## config.mk

```make
export PLATFORM = sky130hd
export DESIGN_NAME = tcgb_front
export DESIGN_NICKNAME = d
export VERILOG_FILES = /design/src/sv/tcgb_pkg.sv /design/src/sv/tcgb_front.sv
export SDC_FILE = /design/constraint.sdc
export NUM_CORES = 1
export LEC_CHECK = 0
export BUFFER_PORTS_ARGS = -buffer_cell sky130_fd_sc_hd__buf_4
export CORE_MARGIN = 2
export CORE_UTILIZATION = 30
export DETAILED_ROUTE_END_ITERATION = 10
export PLACE_DENSITY_LB_ADDON = 0.1
export SYNTH_ARGS = -nofsm -noshare
export SYNTH_HDL_FRONTEND = slang
export SYNTH_SLANG_ARGS = --single-unit
```

## constraint.sdc

```tcl
create_clock -name vclk -period 3.5
set_clock_uncertainty 0.15 [all_clocks]
set_input_delay 0.7 -clock vclk [all_inputs]
set_output_delay 0.7 -clock vclk [all_outputs]
set_load 0.05 [all_outputs]
```

## src/sv/tcgb_pkg.sv

```systemverilog
// ----------------------------------------------------------------------------
// Text cell glyph blitter package
// Shared sizes, operation codes, register indexes and the queue item type.
// ----------------------------------------------------------------------------
package tcgb_pkg;

	localparam int GLYPH_W     = 8;
	localparam int GLYPH_H     = 8;
	localparam int NUM_GLYPHS  = 256;
	localparam int CELL_PIX    = GLYPH_W * GLYPH_H;
	localparam int STORE_DEPTH = NUM_GLYPHS * CELL_PIX;
	localparam int STORE_AW    = $clog2(STORE_DEPTH);
	localparam int PIX_W       = $clog2(CELL_PIX);
	localparam int DX_W        = $clog2(GLYPH_W);
	localparam int DY_W        = $clog2(GLYPH_H);

	localparam int Y_W         = $clog2(64 * GLYPH_H);
	localparam int X_W         = $clog2(128 * GLYPH_W);
	localparam int STRIDE_W    = $clog2(256 * GLYPH_W);
	localparam int PROD_W      = Y_W + STRIDE_W;
	localparam int ADDR_W      = 19;

	localparam int S_DATA_W    = 56;
	localparam int S_USER_W    = 2;
	localparam int M_DATA_W    = 32;
	localparam int APB_AW      = 4;
	localparam int APB_DW      = 32;

	localparam int QUEUE_DEPTH = 2;
	localparam int QPTR_W      = $clog2(QUEUE_DEPTH);
	localparam int QCNT_W      = $clog2(QUEUE_DEPTH + 1);

	localparam logic [1:0] REG_TRANSP = 2'd0;
	localparam logic [1:0] REG_COLS   = 2'd1;
	localparam logic [1:0] REG_ROWS   = 2'd2;

	typedef enum logic [1:0] {
		OP_FONT  = 2'd0,
		OP_STAMP = 2'd1,
		OP_MONO  = 2'd2,
		OP_FILL  = 2'd3
	} op_t;

	typedef struct packed {
		op_t        op;
		logic [7:0] glyph;
		logic [5:0] offset;
		logic [7:0] value;
		logic [6:0] col;
		logic [5:0] row;
		logic [7:0] fg;
		logic [7:0] bg;
		logic       glyph_ok;
		logic       on_screen;
	} item_t;

endpackage

```

## src/sv/tcgb_front.sv

```systemverilog
// ----------------------------------------------------------------------------
// Glyph blitter front end
// Unpacks input transfers, classifies them and pushes them into the queue.
// ----------------------------------------------------------------------------
module tcgb_front (
	input  logic                          s_tvalid,
	output logic                          s_tready,
	input  logic [tcgb_pkg::S_DATA_W-1:0] s_tdata,  // glyph, font_offset, font_value,
	                                                // col, row, fg_color, bg_color
	input  logic [tcgb_pkg::S_USER_W-1:0] s_tuser,  // cmd
	input  logic [7:0]                    screen_cols,
	input  logic [6:0]                    screen_rows,
	input  logic                          full,
	output logic                          push,
	output tcgb_pkg::item_t               push_item
);
	import tcgb_pkg::*;

	item_t item;
	logic  offset_ok;

	always_comb begin
		item.op        = op_t'(s_tuser);
		item.glyph     = s_tdata[7:0];
		item.offset    = s_tdata[13:8];
		item.value     = s_tdata[21:14];
		item.col       = s_tdata[28:22];
		item.row       = s_tdata[34:29];
		item.fg        = s_tdata[42:35];
		item.bg        = s_tdata[50:43];
		item.glyph_ok  = {1'b0, item.glyph} < 9'(NUM_GLYPHS);
		item.on_screen = ({1'b0, item.col} < screen_cols) && ({1'b0, item.row} < screen_rows);
		offset_ok      = {1'b0, item.offset} < 7'(CELL_PIX);
	end

	// Font writes that fall outside the store are taken and dropped here.
	assign s_tready  = !full;
	assign push      = s_tvalid && !full && !(item.op == OP_FONT && !(item.glyph_ok && offset_ok));
	assign push_item = item;

endmodule

```

==> results <==
- The setup path with the least slack is of type in2out.
- For this design, the slowest cell found on the critical path is sky130_fd_sc_hd__ha_1.
- The number of failing setup endpoints in the final timing report is 0.
- In this run the worst setup path begins at s_tdata[28].
- Detailed placement ended at an HPWL of 1280 µm.
- Global routing used 7.98% of the available tracks.
- Averaged over all synthesized cells, the footprint is 7.32 µm².
- In this run the worst hold path is classified as in2out.
- In this run the power density over the cells is 163 nW/µm².
- Leaving out filler cells and counting taps, the final layout contains 118.
- The leakage component of the power is 0.423 nW.
- The kind of capture point of the worst setup path is an output port.
- The signal on the critical path passes through buf_4, ha_1, a21oi_1, nor2_1, a211o_1, a211oi_2, buf_4.
- In the routed design, unresolved DRC markers number 0.
- During synthesis, Yosys emitted a total of 0 warnings.
- With fillers left out, the area of the finished cells amounts to 692 µm².
- The area taken by multi-input logic gates is 267 µm².
- In the post-synthesis netlist, the biggest area contributors are sky130_fd_sc_hd__buf_4 (57%), sky130_fd_sc_hd__ha_1 (19%), sky130_fd_sc_hd__inv_1 (6.3%).
- The synthesized netlist devotes 0% of its cell area to XOR and XNOR gates.
- The worst setup path is launched from a primary input.
- Across the VDD grid, the largest voltage drop is 61.0 µV.
- The register cell area after layout is 0 µm².
- sky130_fd_sc_hd__buf_4 takes more of the synthesized area than any other cell.
- During I/O placement, the number of pins put on the boundary was roughly 130.
- The required arrival time at the worst endpoint is between 2000 and 3000 ps.
- The count of clock buffers in the final design is 0.
- Among the stages of the critical path, the cell type that occurs most often is sky130_fd_sc_hd__buf_4.
- The initial detailed-routing violation count is 2.
- The number of rows created at floorplan is 17.
- The wire length reported by the detailed router is 1360 µm.
- The aggregate negative setup slack is 0 ps.
- Following the worst setup path forward leads to its endpoint at push_item[0].
- The total standard cell area after synthesis is 717 µm².
- The effective utilization at floorplan is 32.1%.
- On the worst path, the slowest cell contributes a delay of 310 ps.
- The design has 0 sequential cells.
- The floorplan step defined a die boundary enclosing 2800 µm².
- Input and output buffers added on the ports amount to 46.
- The placeable core region is 2230 µm².
- Synthesis instantiated 17 different standard cells from the library.
- The via count is approximately 500.
- The number of global-route vias before repair was just under 400.
- After synthesis, the share of cell area in mux cells is 0%.
- The final weighted congestion in routability-driven placement is 0.597.
- The tool flagged a number of max-cap violations equal to 0.
- After synthesis, the largest family of logic cells by area is buffers and inverters.
- Based on the critical path, the design can be clocked at up to 0.351 GHz.
- Buffers inserted to repair hold after CTS numbered 0.
- Buffers added to address setup during post-CTS repair amount to 0.
- The signed area change from the synthesized netlist to the final layout is -3.49%.
- The initial antenna violation count is 0.
- The first detailed-routing pass took 4 iterations.
- In this run the cell area measured after placement is 692 µm².
- The simple-gate area share of the yosys netlist is approximately 9.2%.
- After Yosys synthesis, full adders, half adders and majority gates account for 19.2% of the synthesized area.
- The count of nets left with antenna violations after detail routing is 0.
- The die boundary height is 52.9 µm.
- Of all nets on the critical path, the largest fanout is 3.
- The synthesized net count is 184.
- The quantity of gates resized following cts is 0.
- The net count of the finished layout is 178.
- The number of instances in the synthesized netlist is 98.
- Cells with a size suffix above 1 make up between 50% and 60% of the layout.
- Entering global routing, the biggest net connects 4 pins.
- The count of endpoints failing hold in the final timing report came to 0.
- The flow ran to the end, and the final reports show no timing, DRC or antenna violations.
- The sequential area share after synthesis is 0%.
- After global routing the overflow that remains totals 0.
- Including well taps, the total number of placed cells is approximately 120.
- Setup repair after global routing left no endpoint under its margin.
- The post-layout minimum cycle time is 2850 ps.
- The total power after layout is 0.113 mW.
- Ranked by instance count, the synthesized netlist is headed by sky130_fd_sc_hd__buf_4 (54), sky130_fd_sc_hd__inv_1 (12), sky130_fd_sc_hd__ha_1 (11), sky130_fd_sc_hd__a21oi_1 (4).
- The fraction of the mapped netlist area in compound gates is between 8 and 9%.
- The number of pins with negative max-slew slack in the final report is 0.
- The share of the synthesized area in the top cell type is 56.5%.
- The period utilization is roughly four fifths.
- The horizontal die dimension is 52.9 µm.
- The most common cell in the synthesized netlist is sky130_fd_sc_hd__buf_4.
- The first-pass GRT wire length is 1770 µm.
- The data arrival time of the critical path is 2000 ps.
- The via-per-instance ratio is 4.15.
- 0 antenna diodes ended up in the layout.
- The wire length per cell is 11.5 µm.
- The number of fillers in the final layout is about 250.
[cell usage in the layout, fill, tap and decap left out]
cell / n
sky130_fd_sc_hd__buf_4: 46
sky130_fd_sc_hd__inv_1: 12
sky130_fd_sc_hd__ha_1: 11
sky130_fd_sc_hd__a21oi_1: 4
sky130_fd_sc_hd__nand2_1: 2
sky130_fd_sc_hd__nand2b_1: 2
sky130_fd_sc_hd__o21ai_0: 2
sky130_fd_sc_hd__nor2_1: 2
sky130_fd_sc_hd__and4b_1: 1
sky130_fd_sc_hd__a211oi_1: 1
sky130_fd_sc_hd__and3b_1: 1
sky130_fd_sc_hd__nor3_1: 1
sky130_fd_sc_hd__nand4b_1: 1
sky130_fd_sc_hd__a211o_1: 1
sky130_fd_sc_hd__a211oi_2: 1
sky130_fd_sc_hd__nor2b_1: 1
sky130_fd_sc_hd__conb_1: 1
[how the worst min path moves through the flow]
stage / from / endpoint / cells past startpoint
2_1_floorplan: s_tdata[35] / push_item[10] / 1
3_3_place_gp: s_tdata[35] / push_item[10] / 0
3_5_place_dp: s_tdata[35] / push_item[10] / 0
4_1_cts: s_tdata[35] / push_item[10] / 0
5_1_grt: s_tdata[16] / push_item[33] / 0
6_report: s_tdata[7] / push_item[52] / 0
[cells by family after synthesis]
logic type / count (synthesis)
buf+inv: 66
other cells: 1
compound gates: 9
fa+ha+maj: 11
simple gates: 11
[through the flow]
stage          hold slack [ps]  util (%)  setup slack (ps)
6_report                  1250      31.0               655
3_5_place_dp              1250      31.0               638
3_3_place_gp              1250      31.0               650
2_1_floorplan             1420         -               521
5_1_grt                   1250      31.0               590
4_1_cts                   1250      31.0               637
[cell type report]
class                      count  area share [%]
multi-input combinational     32            38.5
timing repair buffer          46            49.9
tap                           28            5.06
inverter                      12            6.51
[metal layers]
metal / global-route usage [%] / share of wire (%)
met4: 4.27 / 3.1
met3: 2.26 / 17
met5: 0 / 0
met1: 9.09 / 32
met2: 13.3 / 48
[critical path, delay by kind of cell]
family	cells	cell delay [ps]
compound gates	3	590
fa+ha+maj	1	310
simple gates	1	60
buf+inv	2	340
[power breakdown]
part           leakage (nW)  switching, mW  internal (mW)  total, mW
registers                 0              0              0          0
clock network             0              0              0          0
logic                 0.423         0.0647         0.0482      0.113
(Power assumes the default switching activity.)
