<file path="src/sv/tcgb_pkg.sv">
// ----------------------------------------------------------------------------
// Text cell glyph blitter package
// Shared sizes, operation codes, register indexes and the queue item type.
// ----------------------------------------------------------------------------
package tcgb_pkg;

	localparam int GLYPH_W     = 8;
	localparam int GLYPH_H     = 8;
	localparam int NUM_GLYPHS  = 256;
	localparam int CELL_PIX    = GLYPH_W * GLYPH_H;
	localparam int STORE_DEPTH = NUM_GLYPHS * CELL_PIX;
	localparam int STORE_AW    = $clog2(STORE_DEPTH);
	localparam int PIX_W       = $clog2(CELL_PIX);
	localparam int DX_W        = $clog2(GLYPH_W);
	localparam int DY_W        = $clog2(GLYPH_H);

	localparam int Y_W         = $clog2(64 * GLYPH_H);
	localparam int X_W         = $clog2(128 * GLYPH_W);
	localparam int STRIDE_W    = $clog2(256 * GLYPH_W);
	localparam int PROD_W      = Y_W + STRIDE_W;
	localparam int ADDR_W      = 19;

	localparam int S_DATA_W    = 56;
	localparam int S_USER_W    = 2;
	localparam int M_DATA_W    = 32;
	localparam int APB_AW      = 4;
	localparam int APB_DW      = 32;

	localparam int QUEUE_DEPTH = 2;
	localparam int QPTR_W      = $clog2(QUEUE_DEPTH);
	localparam int QCNT_W      = $clog2(QUEUE_DEPTH + 1);

	localparam logic [1:0] REG_TRANSP = 2'd0;
	localparam logic [1:0] REG_COLS   = 2'd1;
	localparam logic [1:0] REG_ROWS   = 2'd2;

	typedef enum logic [1:0] {
		OP_FONT  = 2'd0,
		OP_STAMP = 2'd1,
		OP_MONO  = 2'd2,
		OP_FILL  = 2'd3
	} op_t;

	typedef struct packed {
		op_t        op;
		logic [7:0] glyph;
		logic [5:0] offset;
		logic [7:0] value;
		logic [6:0] col;
		logic [5:0] row;
		logic [7:0] fg;
		logic [7:0] bg;
		logic       glyph_ok;
		logic       on_screen;
	} item_t;

endpackage

</file>
<file path="src/sv/tcgb_queue.sv">
// ----------------------------------------------------------------------------
// Glyph blitter command queue
// Short FIFO that decouples the front end from the drawing back end.
// ----------------------------------------------------------------------------
module tcgb_queue (
	input  logic            clk,
	input  logic            arst_n,
	input  logic            push,
	input  tcgb_pkg::item_t push_item,
	input  logic            pop,
	output logic            full,
	output logic            head_valid,
	output tcgb_pkg::item_t head_item
);
	import tcgb_pkg::*;

	item_t              entries_q [QUEUE_DEPTH];
	logic [QPTR_W-1:0]  wr_ptr_q;
	logic [QPTR_W-1:0]  rd_ptr_q;
	logic [QCNT_W-1:0]  count_q;
	logic               do_push;
	logic               do_pop;

	assign full       = count_q == QCNT_W'(QUEUE_DEPTH);
	assign head_valid = count_q != '0;
	assign head_item  = entries_q[rd_ptr_q];
	assign do_push    = push && !full;
	assign do_pop     = pop && head_valid;

	function automatic logic [QPTR_W-1:0] next_ptr(input logic [QPTR_W-1:0] p);
		next_ptr = (p == QPTR_W'(QUEUE_DEPTH - 1)) ? '0 : p + 1'b1;
	endfunction

	always_ff @(posedge clk or negedge arst_n) begin
		if (!arst_n) begin
			wr_ptr_q <= '0;
			rd_ptr_q <= '0;
			count_q  <= '0;
		end else begin
			if (do_push) begin
				wr_ptr_q <= next_ptr(wr_ptr_q);
			end
			if (do_pop) begin
				rd_ptr_q <= next_ptr(rd_ptr_q);
			end
			if (do_push && !do_pop) begin
				count_q <= count_q + 1'b1;
			end else if (do_pop && !do_push) begin
				count_q <= count_q - 1'b1;
			end
		end
	end

	always_ff @(posedge clk) begin
		if (do_push) begin
			entries_q[wr_ptr_q] <= push_item;
		end
	end

endmodule

</file>
<file path="config.mk">
export PLATFORM = sky130hd
export DESIGN_NAME = tcgb_queue
export DESIGN_NICKNAME = d
export VERILOG_FILES = /design/src/sv/tcgb_pkg.sv /design/src/sv/tcgb_queue.sv
export SDC_FILE = /design/constraint.sdc
export NUM_CORES = 1
export LEC_CHECK = 0
export ABC_CLOCK_PERIOD_IN_PS = 3800
export BUFFER_PORTS_ARGS = -buffer_cell sky130_fd_sc_hd__clkbuf_2
export CORE_MARGIN = 5
export CORE_UTILIZATION = 30
export DETAILED_ROUTE_END_ITERATION = 8
export HOLD_SLACK_MARGIN = 0.08
export PLACE_DENSITY = 0.56
export SLEW_MARGIN = 20
export SYNTH_ARGS = -nofsm -noshare
export SYNTH_HDL_FRONTEND = slang
export SYNTH_SLANG_ARGS = --single-unit
</file>
<file path="constraint.sdc">
create_clock -name clk -period 3.8 [get_ports clk]
set_input_delay 0.19 -clock clk [delete_from_list [all_inputs] [get_ports clk]]
set_output_delay 0.19 -clock clk [all_outputs]
set_load 0.05 [all_outputs]
</file>
==> impl_metrics.sql, run 1 <==
INSERT INTO impl_metrics (metric_group, metric, value, unit) VALUES
('run_status', 'status', 'complete, no violations', ''),
('grt', 'grt_start_max_net_pins', '57', ''),
('setup_path', 'critical_path_required', '3.61', 'ns'),
('cts', 'clk_pin_slew', '0.05', 'ns'),
('power', 'power_switching_share', '38.15', '%'),
('die', 'placement_rows', '44', ''),
('drt', 'firstDrtPassIters', '4', ''),
('cts', 'cts_sinks', '114', ''),
('sta', 'final_min_period_over_clock_period', '62.93', '%'),
('power', 'power_per_cell_area', '886.3', 'nW/µm²'),
('synth', 'synth.ff_latch_count', '114', ''),
('cts', 'tritoncts', 'done', ''),
('power', 'combPwrFrac', '37.4', '%'),
('sta', 'fin_skew', '0.005633', 'ns'),
('sta', 'hold_viol', '0', ''),
('power', 'vdd_ir_drop_max', '0.5491', 'mV'),
('sta', 'period_minus_slack', '2.391', 'ns'),
('synth', 'ys_warn_count', '0', ''),
('synth', 'number_of_nets_produced_by_synthesis', '250', ''),
('grt', 'first_global_vias', '2581', ''),
('drt', 'avgViaCountPerCell', '4.028', ''),
('grt', 'antenna_found_initial', '0', ''),
('setup_path', 'crit_slowest_cell', 'sky130_fd_sc_hd__dfrtp_4', ''),
('die', 'die_height', '130.2', 'µm'),
('drt', 'wire_per_inst', '14.39', 'µm'),
('setup_path', 'setup.worst_path.end_class', 'output pin', ''),
('die', 'die_w', '130.2', 'µm'),
('cts', 'cts_buffer_depth', '2', ''),
('grt', 'gr-usage-all-layers', '10.31', '%'),
('drt', 'num_vias', '2320', ''),
('sta', 'worst_pin_slew', '1.024', 'ns'),
('cts', 'htree_levels', '4', ''),
('synth', 'avgSynthCellArea', '22.81', 'µm²'),
('setup_path', 'crit_arrival', '2.20', 'ns'),
('setup_path', 'timing.reg2reg.worst_path_depth', '3', ''),
('grt', 'grt_first_pass_wirelength', '12780', 'µm'),
('layout', 'design.final.nets', '439', ''),
('cts', 'clock_latency', '0.40', 'ns'),
('setup_path', 'crit_path_max_fanout', '56', ''),
('power', 'fin_total_pwr', '0.005554', 'W'),
('cts', 'post_cts_hold_buffer_count', '57', ''),
('placement', 'port-buffer-count', '115', ''),
('synth', 'mappedNetlistArea', '4334', 'µm²'),
('sta', 'achievable-frequency', '418.2', 'MHz'),
('die', 'ioPinCount', '116', ''),
('cts', 'postCtsSetupBuffers', '0', ''),
('setup_path', 'criticalPathCategory', 'flip-flop to output pin', ''),
('die', 'initial_standard_cell_utilization_of_the_core', '30.16', '%'),
('cts', 'cts_root_buf', 'sky130_fd_sc_hd__clkbuf_16', ''),
('power', 'power_leakage', '2.531', 'nW'),
('die', 'die-area', '16950', 'µm²'),
('placement', 'dp_hpwl', '5258', 'µm'),
('sta', 'setup-tns-final', '0', 'ns'),
('power', 'seq_pwr_share', '35.2', '%'),
('run', 'maxCapViolCount', '0', ''),
('sta', 'setup_repair_after_global_routing_missed_its_margin', 'no', ''),
('drt', 'number_of_remaining_drc_errors', '0', ''),
('power', 'power.share.clock', '27.4', '%'),
('cts', 'cts_repair_resize_count', '0', ''),
('layout', 'antenna_cells', '0', ''),
('power', 'internal_power', '0.003435', 'W'),
('worst_hold_path', 'min_delay_path_class', 'primary input to asynchronous set/reset pin', ''),
('layout', 'area.growth.synth_to_final', '44.57', '%'),
('setup_path', 'cp_cell_sequence', 'mux2_2 > clkbuf_2', ''),
('sta', 'slew_violations', '0', ''),
('sta', 'setup_viol', '0', ''),
('grt', 'overflow', '0', ''),
('setup_path', 'kind_of_start_point_of_the_critical_path', 'flip-flop', ''),
('setup_path', 'crit_path_max_incr_delay', '1.09', 'ns'),
('drt', 'detail-route-antenna-nets', '0', ''),
('layout', 'drive_gt1_share', '52.30', '%'),
('synth', 'count_of_unique_library_cells_instantiated_by_yosys', '16', ''),
('drt', 'wl', '8286', 'µm'),
('synth', 'synth_cells', '190', ''),
('sta', 'slew_headroom', '31.72', '%'),
('power', 'power.net_switching', '0.002119', 'W'),
('die', 'design.core.area', '14370', 'µm²'),
('cts', 'num_cts_buffers', '17', ''),
('drt', 'detail_route.iter0.violations', '77', ''),
('synth', 'synth_seq_area_share', '78.52', '%'),
('placement', 'gpl.final_weighted_congestion', '0.6451', '');
-- critical path: cells and delay by family (launching register included) --
| family | cells | cell delay, ns |
|---|---|---|
| muxes | 1 | 0.43 |
| buffers and inverters | 1 | 0.24 |
| DFF | 1 | 1.09 |
-- metrics by stage --
| step | hold WS, ns | std cells | instance area, µm² | util (%) | worst slack [ns] |
|---|---|---|---|---|---|
| floorplan | -0.1056 | 190 | 4334 | - | 0.4045 |
| global placement | 0.002574 | 487 | 5121 | 35.64 | 1.813 |
| detailed placement | 0.005297 | 487 | 5121 | 35.64 | 1.793 |
| CTS | 0.1074 | 576 | 6266 | 43.61 | 1.350 |
| global route | 0.1269 | 576 | 6266 | 43.61 | 1.306 |
| finish | 0.1258 | 576 | 6266 | 43.61 | 1.409 |
-- layout by cell type, fill, tap and decap left out --
cell                            netlist  routed
sky130_fd_sc_hd__and3_2               0       1
sky130_fd_sc_hd__buf_4                0       4
sky130_fd_sc_hd__bufinv_16            0       3
sky130_fd_sc_hd__clkbuf_1             0       1
sky130_fd_sc_hd__clkbuf_16            0      17
sky130_fd_sc_hd__clkbuf_2             0     115
sky130_fd_sc_hd__clkinv_1             0       5
sky130_fd_sc_hd__clkinv_2             0       4
sky130_fd_sc_hd__clkinv_4             0       1
sky130_fd_sc_hd__clkinvlp_4           0       1
sky130_fd_sc_hd__dfrtp_1              4       3
sky130_fd_sc_hd__dfrtp_4              0       1
sky130_fd_sc_hd__dlygate4sd3_1        0      57
sky130_fd_sc_hd__edfxtp_1           110     110
sky130_fd_sc_hd__ha_1                 1       1
sky130_fd_sc_hd__inv_1                2       2
sky130_fd_sc_hd__mux2_2              15      15
sky130_fd_sc_hd__mux2_4              40      40
sky130_fd_sc_hd__nand2_1              1       1
sky130_fd_sc_hd__nand2_2              1       1
sky130_fd_sc_hd__nand2b_1             1       1
sky130_fd_sc_hd__nor2_1               2       1
sky130_fd_sc_hd__nor2_4               0       1
sky130_fd_sc_hd__or2_2                1       1
sky130_fd_sc_hd__xnor2_1              3       3
sky130_fd_sc_hd__xor2_1               2       2
-- routing by layer --
| layer | up-vias | track usage [%] | routed length (µm) |
|---|---|---|---|
| li1 | 1125 | - | - |
| met1 | 1102 | 11.76 | 3432 |
| met5 | - | 0 | 0 |
| met4 | 0 | 4.218 | 131 |
| met2 | 80 | 16.84 | 4071 |
| met3 | 13 | 4.707 | 649 |
-- cells in the mapped netlist --
cell / instances / share of area [%]
sky130_fd_sc_hd__edfxtp_1: 110 / 76
sky130_fd_sc_hd__or2_2: 1 / 0.14
sky130_fd_sc_hd__buf_6: 5 / 1.3
sky130_fd_sc_hd__nor2_1: 2 / 0.17
sky130_fd_sc_hd__mux2_4: 40 / 14
sky130_fd_sc_hd__dfrtp_1: 4 / 2.3
sky130_fd_sc_hd__nand2_2: 1 / 0.14
sky130_fd_sc_hd__buf_2: 1 / 0.12
sky130_fd_sc_hd__xnor2_1: 3 / 0.61
sky130_fd_sc_hd__ha_1: 1 / 0.29
sky130_fd_sc_hd__nand2b_1: 1 / 0.14
sky130_fd_sc_hd__mux2_2: 15 / 3.9
sky130_fd_sc_hd__nand2_1: 1 / 0.087
sky130_fd_sc_hd__xor2_1: 2 / 0.40
sky130_fd_sc_hd__inv_1: 2 / 0.17
sky130_fd_sc_hd__and3_1: 1 / 0.14
-- logic make-up (layout without fill, tap and decap cells) --
kind of cell,after synthesis,count (layout),synth area share [%]
fa+ha+maj,1,1,0.2886
buf+inv,8,210,1.588
simple gates,7,7,0.8375
mux,55,55,17.75
xor+xnor,5,5,1.011
flops,114,114,78.52
-- final cells by class --
cell class	instances	area, µm²
fill	1277	8103
sequential	114	3407
timing repair buffer	176	1176
multi-input combinational	68	870.8
clock buffer	18	429.2
tap	184	230.2
clock inverter	14	145.1
inverter	2	7.507
-- flip-flops by register name, indices dropped and copies added (netlist names) --
register / flops
entries_q: 110
rd_ptr_q: 1
count_q: 2
wr_ptr_q: 1
-- path summary, 6_finish.rpt --
check,start,to,slack [ns]
setup reg to reg,count_q[0],entries_q[1][51],1.88
min in group clk,push,wr_ptr_q,0.16
max in group asynchronous,arst_n,rd_ptr_q,3.53
hold / removal,arst_n,count_q[1],0.13
hold reg to reg,count_q[1],count_q[1],0.49
setup / recovery,rd_ptr_q,head_item[32],1.41
-- power groups by stage --
stage	Sequential (W)	Clock (W)	Combinational, W
after global routing	0.00199	0.00163	0.00218
after floorplan	0.00182	0	0.00182
after global placement	0.00198	0	0.00206
after detailed placement	0.00199	0	0.00206
after CTS	0.00197	0.00157	0.00212
final	0.00195	0.00152	0.00208
No activity file was read; power rests on OpenSTA's default activity.
==> inputs of run 2 (changes only) <==
- ABC_AREA: default -> 1
- ABC_CLOCK_PERIOD_IN_PS: 3800 -> 2300
- PLACE_DENSITY: 0.56 -> 0.57
- clock period: 3.8 -> 2.3 ns (I/O delays scaled with it)
==> run 2 against run 1 <==
Against the previous run:
- sequential power grew 52%
- final area shrank 1.2%
- worst hold slack lost 0.016 ns
- routed wire length grew 9.2%
- combinational power grew 86%
- synthesized cell count grew 68%
- final cell count grew 21%
- clock skew grew 0.0023 ns
- global-route usage grew 1.1 points
==> impl_metrics.sql, run 2 <==
INSERT INTO impl_metrics (metric_group, metric, value, unit) VALUES
('run_status', 'status', 'complete, no violations', ''),
('synth', 'synthTopCellsByArea', 'sky130_fd_sc_hd__edfxtp_1 77%, sky130_fd_sc_hd__nand2_1 15%, sky130_fd_sc_hd__dfrtp_1 2.3%, sky130_fd_sc_hd__buf_6 2.1%, sky130_fd_sc_hd__inv_1 0.62%', ''),
('synth', 'post-synth-top-area-fraction', '77.49', '%'),
('drt', 'wire_per_inst', '13.00', 'µm'),
('sta', 'achievable-frequency', '544.4', 'MHz'),
('grt', 'first_global_vias', '2929', ''),
('layout', 'drive_gt1_share', '29.65', '%'),
('sta', 'slew_headroom', '68.82', '%'),
('placement', 'gpl.final_weighted_congestion', '0.6862', ''),
('drt', 'detail_route.iter0.violations', '126', ''),
('cts', 'clk_pin_slew', '0.05', 'ns'),
('synth', 'number_of_enable_flip_flop_cells_after_synthesis', '110', ''),
('power', 'power_leakage', '2.673', 'nW'),
('synth', 'ys_warn_count', '0', ''),
('die', 'design.core.area', '13930', 'µm²'),
('grt', 'overflow', '0', ''),
('die', 'initial_standard_cell_utilization_of_the_core', '30.59', '%'),
('setup_path', 'critical_path_required', '2.18', 'ns'),
('layout', 'layout.cells.most_common_list', '176 x sky130_fd_sc_hd__nand2_1, 115 x sky130_fd_sc_hd__clkbuf_2, 110 x sky130_fd_sc_hd__edfxtp_1', ''),
('drt', 'firstDrtPassIters', '4', ''),
('cts', 'clock_latency', '0.40', 'ns'),
('placement', 'placement.cell_area', '5039', 'µm²'),
('layout', 'finish.instance_area', '6192', 'µm²'),
('synth', 'postSynth.asyncResetShare', '3.509', '%'),
('grt', 'grt_start_max_net_pins', '56', ''),
('synth', 'number_of_nets_produced_by_synthesis', '379', ''),
('setup_path', 'kind_of_start_point_of_the_critical_path', 'flip-flop', ''),
('layout', 'postLayoutCoreUtil', '44.44', '%'),
('sta', 'hold_viol', '0', ''),
('synth', 'synth_top_flop_cell', 'sky130_fd_sc_hd__edfxtp_1', ''),
('setup_path', 'criticalPathCategory', 'flip-flop to output pin', ''),
('cts', 'htree_levels', '4', ''),
('cts', 'postCtsSetupBuffers', '0', ''),
('sta', 'setup-tns-final', '0', 'ns'),
('grt', 'antenna_found_initial', '0', ''),
('power', 'power_per_cell_area', '1510', 'nW/µm²'),
('placement', 'dp_hpwl', '5566', 'µm'),
('cts', 'cts_root_buf', 'sky130_fd_sc_hd__clkbuf_16', ''),
('synth', 'synthMostInstantiatedCell', 'sky130_fd_sc_hd__nand2_1', ''),
('sta', 'post-route-worst-setup-slack', '0.4631', 'ns'),
('layout', 'registers_with_the_highest_flip_flop_counts', 'entries_q x110, count_q x2', ''),
('sta', 'fin_skew', '0.007931', 'ns'),
('cts', 'num_cts_buffers', '17', ''),
('synth', 'synth_largest_area_cell', 'sky130_fd_sc_hd__edfxtp_1', ''),
('synth', 'count_of_unique_library_cells_instantiated_by_yosys', '14', ''),
('layout', 'filler_cell_count', '1253', ''),
('synth', 'mappedNetlistArea', '4263', 'µm²'),
('sta', 'slew_violations', '0', ''),
('die', 'die_height', '129.2', 'µm'),
('layout', 'largest_reg_flops', '110', ''),
('layout', 'antenna_cells', '0', ''),
('die', 'ioPinCount', '116', ''),
('setup_path', 'setup.worst_path.end_class', 'output pin', ''),
('setup_path', 'crit_path_max_incr_delay', '0.41', 'ns'),
('layout', 'registers.top_by_ff_count', 'entries_q', ''),
('grt', 'grt_first_pass_wirelength', '14200', 'µm'),
('grt', 'gr-usage-all-layers', '11.42', '%'),
('drt', 'avgViaCountPerCell', '4.162', ''),
('die', 'placement_rows', '43', ''),
('setup_path', 'critPathMostFrequentCell', 'sky130_fd_sc_hd__nand2_1', ''),
('sta', 'worst_pin_slew', '0.4628', 'ns'),
('layout', 'area.growth.synth_to_final', '45.26', '%'),
('setup_path', 'cp_cell_sequence', 'inv_2 > buf_4 > nand2_1 > nand2_1 > clkbuf_2', ''),
('cts', 'cts_buffer_depth', '2', ''),
('placement', 'pre_cts_slack', '0.7526', 'ns'),
('run', 'maxCapViolCount', '0', ''),
('synth', 'synth_seq_area_share', '79.84', '%'),
('synth', 'avgSynthCellArea', '13.36', 'µm²'),
('cts', 'cts_sinks', '114', ''),
('setup_path', 'crit_path_max_fanout', '37', ''),
('sta', 'setup_repair_after_global_routing_missed_its_margin', 'no', ''),
('synth', 'synth.ff_latch_count', '114', ''),
('power', 'vdd_ir_drop_max', '0.7558', 'mV'),
('drt', 'number_of_remaining_drc_errors', '0', ''),
('sta', 'final_min_period_over_clock_period', '79.87', '%'),
('synth', 'most_used_standard_cells_in_the_synthesized_netlist', '176 x sky130_fd_sc_hd__nand2_1, 110 x sky130_fd_sc_hd__edfxtp_1, 8 x sky130_fd_sc_hd__buf_6, 7 x sky130_fd_sc_hd__inv_1, 4 x sky130_fd_sc_hd__dfrtp_1', ''),
('drt', 'num_vias', '2897', ''),
('synth', 'synth_cells', '319', ''),
('drt', 'detail-route-antenna-nets', '0', ''),
('sta', 'setup_viol', '0', ''),
('layout', 'design.final.nets', '565', ''),
('drt', 'wl', '9051', 'µm'),
('sta', 'period_minus_slack', '1.837', 'ns'),
('placement', 'port-buffer-count', '115', ''),
('setup_path', 'crit_arrival', '1.72', 'ns'),
('layout', 'layout.cells.most_common', 'sky130_fd_sc_hd__nand2_1', ''),
('setup_path', 'crit_slowest_cell', 'sky130_fd_sc_hd__dfrtp_2', ''),
('die', 'die-area', '16690', 'µm²'),
('worst_hold_path', 'min_delay_path_class', 'primary input to flip-flop', ''),
('cts', 'tritoncts', 'done', ''),
('die', 'die_w', '129.2', 'µm');
[run 2: final timing paths]
check                      slack, ns                to       start  cells past startpoint
max                             0.46     head_item[41]    rd_ptr_q                      5
min in group asynchronous       0.63        count_q[1]      arst_n                      3
min                             0.11          wr_ptr_q        push                      5
min reg2reg                     0.47        count_q[1]  count_q[1]                      2
max reg2reg                     0.74  entries_q[1][24]  count_q[1]                      4
max in group asynchronous       1.46          rd_ptr_q      arst_n                      3
[run 2: per-stage QoR]
stage | hold slack [ns] | cells | power (W)
finish | 0.1101 | 696 | 0.009351
global placement | -0.06449 | 608 | 0.006833
global route | 0.1364 | 696 | 0.009855
CTS | 0.08642 | 696 | 0.009502
floorplan | -0.1806 | 319 | 0.005989
detailed placement | -0.06331 | 608 | 0.006866
[run 2: repair_timing]
| item | 4_1_cts | 5_1_grt |
|---|---|---|
| gates resized for setup | 0 | 0 |
| hold endpoints to repair | 115 | 0 |
| hold buffers | 58 | 0 |
[run 2: power breakdown]
group	leakage (nW)	total [W]	internal [W]	switching (W)
clock	0.272	0.00252	0.00168	0.000845
combinational	1.33	0.00387	0.000796	0.00308
sequential	1.07	0.00296	0.00284	0.000119
total	2.67	0.00935	0.00531	0.00404
[run 2: worst max-delay path, delay by kind of cell (launching register included)]
family                 cells  cell delay [ns]
AND/OR/NAND/NOR            2             0.19
flip-flops                 1             0.41
buffers and inverters      3             0.71
[run 2: cells by family (layout without fill, tap and decap cells)]
kind of cell             Yosys count  after routing  share of synthesized area, %
AND/OR/NAND/NOR                  182            182                         16.14
adder cells (fa/ha/maj)            1              1                        0.2935
AO/OA/AOI/OAI                      1              1                        0.1173
buffers and inverters             20            217                         3.405
XOR/XNOR                           1              1                        0.2055
flip-flops                       114            114                         79.84
[run 2: cell type report]
| type | instances | area [µm²] | share of cell area [%] |
|---|---|---|---|
| flip-flops and latches | 114 | 3405 | 54.98 |
| multi-input cells | 185 | 729.5 | 11.78 |
| clock inverters | 11 | 140.1 | 2.263 |
| well taps | 180 | 225.2 | 3.637 |
| clock buffers | 19 | 432.9 | 6.991 |
| inverters | 8 | 33.78 | 0.5456 |
| repair buffers | 179 | 1226 | 19.80 |
[run 2: routing by layer]
layer | share of wire (%) | up-vias | track usage (%)
li1 | - | 1441 | -
met1 | 41 | 1358 | 12.59
met2 | 50 | 84 | 19.24
met3 | 6.9 | 14 | 4.411
met4 | 1.9 | 0 | 5.806
met5 | 0 | - | 0
